--- config.mk ---
export PLATFORM = sky130hd
export DESIGN_NAME = tsds_front
export DESIGN_NICKNAME = d
export VERILOG_FILES = /design/src/rtl/core/triangle_sample_diffuse_shader_top_defines.svh /design/src/rtl/core/tsds_pkg.sv /design/src/rtl/core/tsds_front.sv
export SDC_FILE = /design/constraint.sdc
export NUM_CORES = 1
export LEC_CHECK = 0
export ABC_AREA = 1
export BUFFER_PORTS_ARGS = -buffer_cell sky130_fd_sc_hd__buf_2
export CORE_AREA = 3 3 149 151
export DETAILED_ROUTE_END_ITERATION = 10
export DIE_AREA = 0 0 152 154
export PLACE_DENSITY = 0.52
export SYNTH_ARGS = -nofsm -noshare
export SYNTH_HDL_FRONTEND = slang
export SYNTH_SLANG_ARGS = --single-unit
--- constraint.sdc ---
create_clock -name vclk -period 8.5
set_input_delay 0.85 -clock vclk [all_inputs]
set_output_delay 0.85 -clock vclk [all_outputs]
set_load 0.02 [all_outputs]
--- src/rtl/core/triangle_sample_diffuse_shader_top_defines.svh ---
// Assertion macros used by the shader FIFO.
`ifndef TRIANGLE_SAMPLE_DIFFUSE_SHADER_TOP_DEFINES_SVH
`define TRIANGLE_SAMPLE_DIFFUSE_SHADER_TOP_DEFINES_SVH
`ifndef SYNTHESIS
`define TSDS_ASSERT(lbl, clk, rstn, prop) \
  lbl: assert property (@(posedge clk) disable iff (!rstn) (prop)) \
    else $error("assertion failed");
`define TSDS_ASSERT_NEXT(lbl, clk, rstn, pre, post) \
  lbl: assert property (@(posedge clk) disable iff (!rstn) (pre) |=> (post)) \
    else $error("assertion failed");
`else
`define TSDS_ASSERT(lbl, clk, rstn, prop)
`define TSDS_ASSERT_NEXT(lbl, clk, rstn, pre, post)
`endif
`endif

--- src/rtl/core/tsds_pkg.sv ---
`timescale 1ns / 1ps
`default_nettype none
package tsds_pkg;

  localparam int unsigned ONE_Q16    = 65536;
  localparam int unsigned RED_MAX    = 32768;
  localparam int unsigned LW         = 50;
  localparam int unsigned NW         = 34;
  localparam int unsigned RW         = 16;
  localparam int unsigned DVW        = 50;
  localparam int unsigned RED_STEPS  = 6;
  localparam int unsigned RED_LAT    = RED_STEPS + 2;
  localparam int unsigned SQ_STAGES  = 32;
  localparam int unsigned DIV_STAGES = 17;
  localparam int unsigned LAT        = 7 + RED_LAT + SQ_STAGES + DIV_STAGES;
  localparam int unsigned FIFO_DEPTH = 2;
  localparam int unsigned CFG_IDX_W  = 3;

  localparam logic FUNC_LOAD   = 1'b0;
  localparam logic FUNC_SAMPLE = 1'b1;

  localparam logic [CFG_IDX_W-1:0] CFG_LIGHT_POS_X = 3'd0;
  localparam logic [CFG_IDX_W-1:0] CFG_LIGHT_POS_Y = 3'd1;
  localparam logic [CFG_IDX_W-1:0] CFG_LIGHT_POS_Z = 3'd2;
  localparam logic [CFG_IDX_W-1:0] CFG_LIGHT_RED   = 3'd3;
  localparam logic [CFG_IDX_W-1:0] CFG_LIGHT_GREEN = 3'd4;
  localparam logic [CFG_IDX_W-1:0] CFG_LIGHT_BLUE  = 3'd5;

  typedef struct packed {
    logic             is_load;
    logic [1:0]       slot;
    logic [2:0][31:0] pos;
    logic [2:0][15:0] nrm;
    logic [2:0][16:0] w;
  } item_t;

  typedef struct packed {
    logic [2:0][31:0] pos;
    logic [2:0][16:0] col;
  } light_t;

  typedef struct packed {
    logic        valid;
    logic [16:0] w0;
    logic [16:0] w1;
  } side_t;

endpackage
`default_nettype wire

--- src/rtl/core/tsds_front.sv ---
`timescale 1ns / 1ps
`default_nettype none
module tsds_front import tsds_pkg::*; (
  input  logic               in_valid_i,
  output logic               in_ready_o,
  input  logic               full_i,
  output logic               push_o,
  input  logic               func_i,
  input  logic [1:0]         vertex_slot_i,
  input  logic signed [31:0] pos_x_i,
  input  logic signed [31:0] pos_y_i,
  input  logic signed [31:0] pos_z_i,
  input  logic signed [15:0] nrm_x_i,
  input  logic signed [15:0] nrm_y_i,
  input  logic signed [15:0] nrm_z_i,
  input  logic [15:0]        samp_s_i,
  input  logic [15:0]        samp_t_i,
  output item_t              item_o
);

  logic [16:0] sum;
  logic        fold;
  logic [16:0] s_f;
  logic [16:0] t_f;

  assign in_ready_o = !full_i;
  assign push_o     = in_valid_i && !full_i;

  assign sum  = {1'b0, samp_s_i} + {1'b0, samp_t_i};
  assign fold = sum > 17'(ONE_Q16);
  assign s_f  = fold ? 17'(ONE_Q16) - {1'b0, samp_s_i} : {1'b0, samp_s_i};
  assign t_f  = fold ? 17'(ONE_Q16) - {1'b0, samp_t_i} : {1'b0, samp_t_i};

  always_comb begin
    item_o.is_load = (func_i == FUNC_LOAD);
    item_o.slot    = vertex_slot_i;
    item_o.pos[0]  = pos_x_i;
    item_o.pos[1]  = pos_y_i;
    item_o.pos[2]  = pos_z_i;
    item_o.nrm[0]  = nrm_x_i;
    item_o.nrm[1]  = nrm_y_i;
    item_o.nrm[2]  = nrm_z_i;
    item_o.w[0]    = 17'(ONE_Q16) - s_f - t_f;
    item_o.w[1]    = s_f;
    item_o.w[2]    = t_f;
  end

endmodule
`default_nettype wire

==> out/results.ini <==
[worst_setup_path]
cp-end-kind = output pin
cp.arrival_ps = 5860
slowest_delay_ps = 450
crit_type = in2out
cp_max_fo = 19
start_kind = input pin
crit_path_frequent_cell = nand2_1
crit_path_top_delay_cell = fa_1
worstSetupStartpoint = samp_s_i[0]
crit_end = item_o[13]
cp.required_ps = 7650

[drt]
dr.pass1.iters = 4
via_per_inst = 3.92
drcViolationCount = 0
routed_wl_um = 12000
post_drt_wl_per_cell_um = 13.6
vias = 3452
drt_iter0_drc = 101
drt.antenna.violating_nets = 0

[die]
design.core.area_mm2 = 0.0210
rows = 53
io_pins = 381
dieArea_mm2 = 0.0234
fp.dieH_um = 154
initial_core_util = 0.194
die_w_um = 152

[cells_and_area]
instances_no_fill = 881
syn_to_final_growth_pct = -8.81
seq_cells = 0
seq_area_um2 = 0
clock_buffers = 0
fin_util = 0.177
layout-drive-gt1-share = 0.195
nNetsFinal = 839

[yosys]
synth_top_cell_by_area = buf_4
yosys-top-cells-area = buf_4, ha_1, nand2_1
synth_top_area_frac = 0.275
synthTopCellsByCount = buf_4, nand2_1, inv_1
post_synth_inst_count = 667
synth_warnings = 0
syn-num-nets = 899
yosysMostFrequentCell = buf_4
syn_avg_cell_area_um2 = 6.09
synth_seq_area_share = 0
synth_cell_types = 34
synthesis.area_mm2 = 0.00406

[clock_network]
ctsHoldBuffers = 0
postCtsResizedCells = 0
post_cts_buffers = 0

[sta]
tns_ps = 0
slew_headroom = 0.567
rsz0062_at_grt = false
tightest_slew_ps = 644
fin_crit_sh = 0.790
maxSlewViolCount = 0
max_freq_mhz = 149
fin_ws_ps = 1790
min_period_ps = 6710
setup_viol = 0
hold_viol_final = 0

[power_and_ir_drop]
pwr-share-clk = 0
total_power_w = 0.000616
switching_share = 0.656
power_density_mw_per_mm2 = 166
p_sw_w = 0.000404
vdd_ir_drop_max_v = 0.0000473
p_leak_nw = 2.25
power_frac_seq = 0
p_int_w = 0.000212
comb_power_share = 1.000

[outcome]
status = finished, final reports clean

[min_path]
hp-class = in2out
min_from = pos_x_i[4]

[grt]
track_usage = 0.0971
grt_pass1_vias = 3525
grt_max_degree = 20
gr-total-overflow = 0
antenna_found_initial = 1
grt_pass1_wl_um = 18800

[placed_design]
pre_cts_slack_ps = 1700
dp_hpwl_um = 11000
dp.cells = 880
place_congestion = 0.834
numPortBuffers = 89

[job]
drv_cap = 0

==> power groups by stage <==
stage | clock [W] | combinational (W) | sequential, W
2_1_floorplan | 0 | 0.000538 | 0
3_3_place_gp | 0 | 0.000629 | 0
3_5_place_dp | 0 | 0.000631 | 0
4_1_cts | 0 | 0.000633 | 0
5_1_grt | 0.0000000000158 | 0.000694 | 0
6_report | 0.0000000000158 | 0.000616 | 0
==> stage by stage <==
step                      cell area, um^2  hold WS, ps
after global placement               3700         1700
final                                3710         1700
after global routing                 3710         1700
after detailed placement             3700         1700
after CTS                            3700         1700
after floorplan                      4060         1780
==> cells in the final DEF (no fill, tap or decap), types with 3 or more instances in the layout <==
cell type / n
inv_2: 6
and2_1: 3
nand2_4: 7
buf_2: 89
xor2_2: 6
nand2_1: 134
nand4_1: 11
xnor2_1: 5
nor3_1: 6
o21ai_0: 10
or2_2: 3
nand3b_1: 3
ha_1: 49
inv_1: 117
xor2_1: 33
nor2_1: 46
a21oi_1: 26
nand3_1: 32
==> worst min path at each step <==
stage             endpoint  slack, ps  cells after the start
2_1_floorplan   in_ready_o       1780                      1
3_3_place_gp   item_o[102]       1700                      0
3_5_place_dp   item_o[102]       1700                      0
4_1_cts        item_o[102]       1700                      0
5_1_grt        item_o[150]       1700                      0
6_report       item_o[103]       1700                      0
==> cells by family (layout without fill, tap and decap cells) <==
family / after synthesis / after routing / share of synthesized area
AOI/OAI and AO/OA: 43 / 43 / 0.0567
adders and majority gates: 51 / 51 / 0.161
buffers and inverters: 276 / 214 / 0.399
and+or+nand+nor: 253 / 253 / 0.278
xor gates and xnor gates: 44 / 44 / 0.106
other: 0 / 1 / 0
==> final cells by class <==
type	count	area (um^2)
fillers	2528	17200
multi-input cells	391	2440
inverters	125	472
repair buffers	89	445
well taps	275	344
diodes	1	2.50
==> worst max-delay path: cells and delay by family <==
| family | cells | cell delay (ps) |
|---|---|---|
| AO/OA/AOI/OAI | 6 | 1380 |
| XOR/XNOR | 1 | 170 |
| adder cells (fa/ha/maj) | 5 | 1520 |
| buffers and inverters | 6 | 640 |
| AND/OR/NAND/NOR | 14 | 1290 |
==> routing by layer <==
layer	part of all wire	up-vias	GRT usage	routed length (um)
li1	-	1766	-	-
met1	0.36	1494	0.100	4320
met2	0.53	128	0.190	6330
met3	0.072	64	0.0200	859
met4	0.038	0	0.0394	456
met5	0	-	0	0
(Power assumes the default switching activity.)
