File: src/rtl/core/triangle_sample_diffuse_shader_top_defines.svh
// Assertion macros used by the shader FIFO.
`ifndef TRIANGLE_SAMPLE_DIFFUSE_SHADER_TOP_DEFINES_SVH
`define TRIANGLE_SAMPLE_DIFFUSE_SHADER_TOP_DEFINES_SVH
`ifndef SYNTHESIS
`define TSDS_ASSERT(lbl, clk, rstn, prop) \
  lbl: assert property (@(posedge clk) disable iff (!rstn) (prop)) \
    else $error("assertion failed");
`define TSDS_ASSERT_NEXT(lbl, clk, rstn, pre, post) \
  lbl: assert property (@(posedge clk) disable iff (!rstn) (pre) |=> (post)) \
    else $error("assertion failed");
`else
`define TSDS_ASSERT(lbl, clk, rstn, prop)
`define TSDS_ASSERT_NEXT(lbl, clk, rstn, pre, post)
`endif
`endif

File: src/rtl/core/tsds_pkg.sv
`timescale 1ns / 1ps
`default_nettype none
package tsds_pkg;

  localparam int unsigned ONE_Q16    = 65536;
  localparam int unsigned RED_MAX    = 32768;
  localparam int unsigned LW         = 50;
  localparam int unsigned NW         = 34;
  localparam int unsigned RW         = 16;
  localparam int unsigned DVW        = 50;
  localparam int unsigned RED_STEPS  = 6;
  localparam int unsigned RED_LAT    = RED_STEPS + 2;
  localparam int unsigned SQ_STAGES  = 32;
  localparam int unsigned DIV_STAGES = 17;
  localparam int unsigned LAT        = 7 + RED_LAT + SQ_STAGES + DIV_STAGES;
  localparam int unsigned FIFO_DEPTH = 2;
  localparam int unsigned CFG_IDX_W  = 3;

  localparam logic FUNC_LOAD   = 1'b0;
  localparam logic FUNC_SAMPLE = 1'b1;

  localparam logic [CFG_IDX_W-1:0] CFG_LIGHT_POS_X = 3'd0;
  localparam logic [CFG_IDX_W-1:0] CFG_LIGHT_POS_Y = 3'd1;
  localparam logic [CFG_IDX_W-1:0] CFG_LIGHT_POS_Z = 3'd2;
  localparam logic [CFG_IDX_W-1:0] CFG_LIGHT_RED   = 3'd3;
  localparam logic [CFG_IDX_W-1:0] CFG_LIGHT_GREEN = 3'd4;
  localparam logic [CFG_IDX_W-1:0] CFG_LIGHT_BLUE  = 3'd5;

  typedef struct packed {
    logic             is_load;
    logic [1:0]       slot;
    logic [2:0][31:0] pos;
    logic [2:0][15:0] nrm;
    logic [2:0][16:0] w;
  } item_t;

  typedef struct packed {
    logic [2:0][31:0] pos;
    logic [2:0][16:0] col;
  } light_t;

  typedef struct packed {
    logic        valid;
    logic [16:0] w0;
    logic [16:0] w1;
  } side_t;

endpackage
`default_nettype wire

File: src/rtl/core/tsds_fifo.sv
`timescale 1ns / 1ps
`default_nettype none
`include "triangle_sample_diffuse_shader_top_defines.svh"
module tsds_fifo import tsds_pkg::*; (
  input  logic  clk_i,
  input  logic  rst_ni,
  input  logic  push_i,
  input  item_t item_i,
  input  logic  pop_i,
  output item_t item_o,
  output logic  valid_o,
  output logic  full_o
);

  localparam int unsigned PtrW = $clog2(FIFO_DEPTH);
  localparam int unsigned CntW = $clog2(FIFO_DEPTH + 1);

  item_t            mem_q [FIFO_DEPTH];
  logic [PtrW-1:0]  wr_q;
  logic [PtrW-1:0]  rd_q;
  logic [CntW-1:0]  cnt_q;

  assign item_o  = mem_q[rd_q];
  assign valid_o = cnt_q != '0;
  assign full_o  = cnt_q == CntW'(FIFO_DEPTH);

  always_ff @(posedge clk_i) begin
    if (push_i) begin
      mem_q[wr_q] <= item_i;
    end
  end

  always_ff @(posedge clk_i or negedge rst_ni) begin
    if (!rst_ni) begin
      wr_q  <= '0;
      rd_q  <= '0;
      cnt_q <= '0;
    end else begin
      if (push_i) begin
        wr_q <= (wr_q == PtrW'(FIFO_DEPTH - 1)) ? '0 : wr_q + 1'b1;
      end
      if (pop_i) begin
        rd_q <= (rd_q == PtrW'(FIFO_DEPTH - 1)) ? '0 : rd_q + 1'b1;
      end
      if (push_i && !pop_i) begin
        cnt_q <= cnt_q + 1'b1;
      end else if (!push_i && pop_i) begin
        cnt_q <= cnt_q - 1'b1;
      end
    end
  end

  `TSDS_ASSERT(a_cnt_bound, clk_i, rst_ni, cnt_q <= CntW'(FIFO_DEPTH))
  `TSDS_ASSERT(a_pop_nonempty, clk_i, rst_ni, !pop_i || cnt_q != '0)
  `TSDS_ASSERT(a_push_not_full, clk_i, rst_ni, !(push_i && full_o))
  `TSDS_ASSERT_NEXT(a_push_grows, clk_i, rst_ni, push_i && !pop_i, cnt_q == $past(cnt_q) + 1'b1)

endmodule
`default_nettype wire

File: config.mk
export PLATFORM = sky130hd
export DESIGN_NAME = tsds_fifo
export DESIGN_NICKNAME = d
export VERILOG_FILES = /design/src/rtl/core/tsds_pkg.sv /design/src/rtl/core/tsds_fifo.sv
export VERILOG_INCLUDE_DIRS = /design/src /design/src/rtl/core
export SDC_FILE = /design/constraint.sdc
export NUM_CORES = 1
export LEC_CHECK = 0
export BUFFER_PORTS_ARGS = -buffer_cell sky130_fd_sc_hd__buf_2
export CORE_ASPECT_RATIO = 1.2
export CORE_MARGIN = 2
export CORE_UTILIZATION = 30
export DETAILED_ROUTE_END_ITERATION = 16
export GPL_TIMING_DRIVEN = 0
export SYNTH_ARGS = -nofsm -noshare
export SYNTH_HDL_FRONTEND = slang
export SYNTH_SLANG_ARGS = --single-unit
File: constraint.sdc
create_clock -name clk_i -period 9.7 [get_ports clk_i]
set_clock_uncertainty 0.05 [all_clocks]
set_input_delay 0.485 -clock clk_i [delete_from_list [all_inputs] [get_ports clk_i]]
set_output_delay 0.485 -clock clk_i [all_outputs]
set_load 0.02 [all_outputs]
==> out/metrics.csv <==
stage,metric,value,unit
run_status,status,completed,
routing,residual DRC count,0,
run,Max Cap Viol,0,
routing,final wirelength,31600,microns
cells_and_area,Layout Nets,1290,
clock_network,total CTS buffers,41,
sta,Worst Tran Pin Value,0.875,ns
sta,Final Hold Vio Count,0,
pwr,Pwr Density,307,nW/um^2
hold_path,HP Class,input port to flop,
synth,Syn. warnings,0,
routing,Routed Antenna Nets,0,
synth,synthesized cell area,14900,sq um
sta,setup_tns,0,ns
routing,met2 WL,16200,microns
worst_setup_path,startpoint types,flop,
global_routing,overall routing resource usage,11.8,%
routing,highest metal used,met5,
floorplan,die width,207,microns
cells_and_area,Finished Layout Cells,1757,
cells_and_area,area grow syn2layout,29.0,%
sta,crit path time final,2.56,ns
floorplan,Die ar.,51400,sq um
routing,DR vias,7488,
global_routing,first-pass GRT wire length,46300,microns
place,gp weighted congestion,0.715,
floorplan,Die Y,248,microns
pwr,Leakage,7.44,nW
synth,register area share after synthesis,80.6,%
global_routing,GRT overflow,0,
sta,Rel. slew slack,41.6,%
global_routing,largest net degree at the start of global routing,61,
clock_network,hold_buf cts,1,
clock_network,clock buffer depth,3,
sta,Max Slew Vio Count,0,
synth,syn avg cell area,23.5,sq um
clock_network,"Reg clk slew, reported paths",0.07,ns
floorplan,Initial Util,30.3,%
clock_network,clk_lat worst skew,0.54,ns
routing,DRT Pass-1 Iters,4,
synth,synthesized instance count,632,
routing,M1 WL,11900,microns
routing,DR WL/cell,18.0,microns
floorplan,Row Count,89,
worst_setup_path,endpoint type of the worst setup path,primary output,
clock_network,clk sinks,400,
routing,WL met3,2500,microns
clock_network,CTS tree,yes,
routing,1st-iter DRT viols,252,
worst_setup_path,worst-path fanout max,10,
sta,period utilisation layout,26.4,%
synth,Netlist cell types,14,
floorplan,core area,49100,sq um
pwr,post-layout power,5.90,mW
clock_network,H-tree lvl count,2,
pwr,Worst IR Drop VDD,0.207,mV
cells_and_area,share of cells above drive strength 1,61.6,%
synth,post-synthesis sequential element count,400,
sta,RSZ-0062 raised after global routing,no,
clock_network,CTS resizes,0,
place,port buffer count,401,
place,Placed Instances,1680,
place,DPL Wire Length,22400,microns
clock_network,Post-CTS Setup Bufs,0,
cells_and_area,Layout fillers,4516,
global_routing,vias in the first global route,7871,
worst_setup_path,WS Path Type,flop to primary output,
sta,Final setup viols,0,
synth,Syn Nets,835,
worst_setup_path,Critical Path AT,2.03,ns
worst_setup_path,FF-to-FF setup slack,7.20,ns
global_routing,initial antenna violation count,7,
clock_network,CTS root buf,clkbuf_16,
worst_setup_path,Worst EP required,9.17,ns
floorplan,io pins,402,
routing,via-per-instance ratio,4.26,
sta,Fmax achieved,390,MHz
[cell usage in the layout, fill, tap and decap left out, drive strengths merged]
cell         instances
nor2                 1
xor2                 4
inv                  2
ha                   1
clkinv              18
xnor2                1
or2                  1
diode                3
and2                 1
nor2b                2
bufinv               3
buf                433
edfxtp             396
mux2               198
dfrtp                4
dlygate4sd3          1
clkbuf              51
[final cells by class]
cell class	instances	area [sq um]	area share [%]
flip-flops and latches	400	12000	62.5
multi-input cells	209	2700	14.1
inverters	1	3.75	0.0196
clock buffers	51	1060	5.54
repair buffers	412	2250	11.7
well taps	637	797	4.15
plain buffers	22	198	1.03
clock inverters	22	181	0.945
diodes	3	7.51	0.0391
[metal layers]
layer	up-vias	track usage, %
met2	273	20.8
met4	4	4.58
met3	66	4.48
met5	-	0
met1	3710	13.0
li1	3435	-
[cells by family (layout without fill, tap and decap cells)]
kind of cell	Yosys count	after routing	share of synthesized area, %
xor+xnor	5	5	0.294
buf+inv	23	508	1.35
flops	400	400	80.6
mux	198	198	17.5
simple gates	5	5	0.193
fa+ha+maj	1	1	0.0841
other cells	0	3	0
[sequential cells by signal, indices dropped and copies added, names as in the netlist]
| signal | cells |
|---|---|
| cnt_q | 2 |
| mem_q | 396 |
| rd_q | 1 |
| wr_q | 1 |
[path summary, 6_finish.rpt]
kind / startpoint / endpoint / cells past startpoint
worst max register to register: wr_q / mem_q[0][115] / 5
worst min-delay path: item_i[27] / mem_q[0][27] / 1
worst max-delay path: rd_q / item_o[27] / 4
min in group asynchronous: rst_ni / cnt_q[1] / 2
max in group asynchronous: rst_ni / wr_q / 2
worst min register to register: cnt_q[1] / cnt_q[1] / 1
[per-stage QoR]
step | worst slack (ns) | hold slack (ns) | cell area [sq um] | utilization (%)
global route | 7.00 | 0.0420 | 19200 | 39.1
floorplan | 3.57 | 0.139 | 14900 | -
CTS | 7.00 | 0.0290 | 19200 | 39.1
global placement | 0.200 | 0.242 | 17700 | 36.0
finish | 7.14 | 0.0725 | 19200 | 39.1
detailed placement | 6.92 | 0.248 | 17900 | 36.5
[cell usage after synthesis (all sizes together)]
cell | n | share of area, %
xnor2 | 1 | 0.059
edfxtp | 396 | 80
dfrtp | 4 | 0.67
xor2 | 4 | 0.24
and2 | 1 | 0.042
nor2 | 1 | 0.025
buf | 22 | 1.3
ha | 1 | 0.084
inv | 1 | 0.025
nor2b | 2 | 0.084
mux2 | 198 | 18
or2 | 1 | 0.042
[where the power goes]
group          switching, mW  internal, mW  total (mW)
clock network          0.630         0.857        1.49
registers             0.0708          2.29        2.36
logic                   1.18         0.868        2.05
[worst max-delay path, cell delays in order, from the launching register on]
cell and delay (ns):
dfrtp_1 0.34, buf_6 0.17, buf_2 0.31, mux2_2 0.45
buf_2 0.19
No activity file was read; power rests on OpenSTA's default activity.
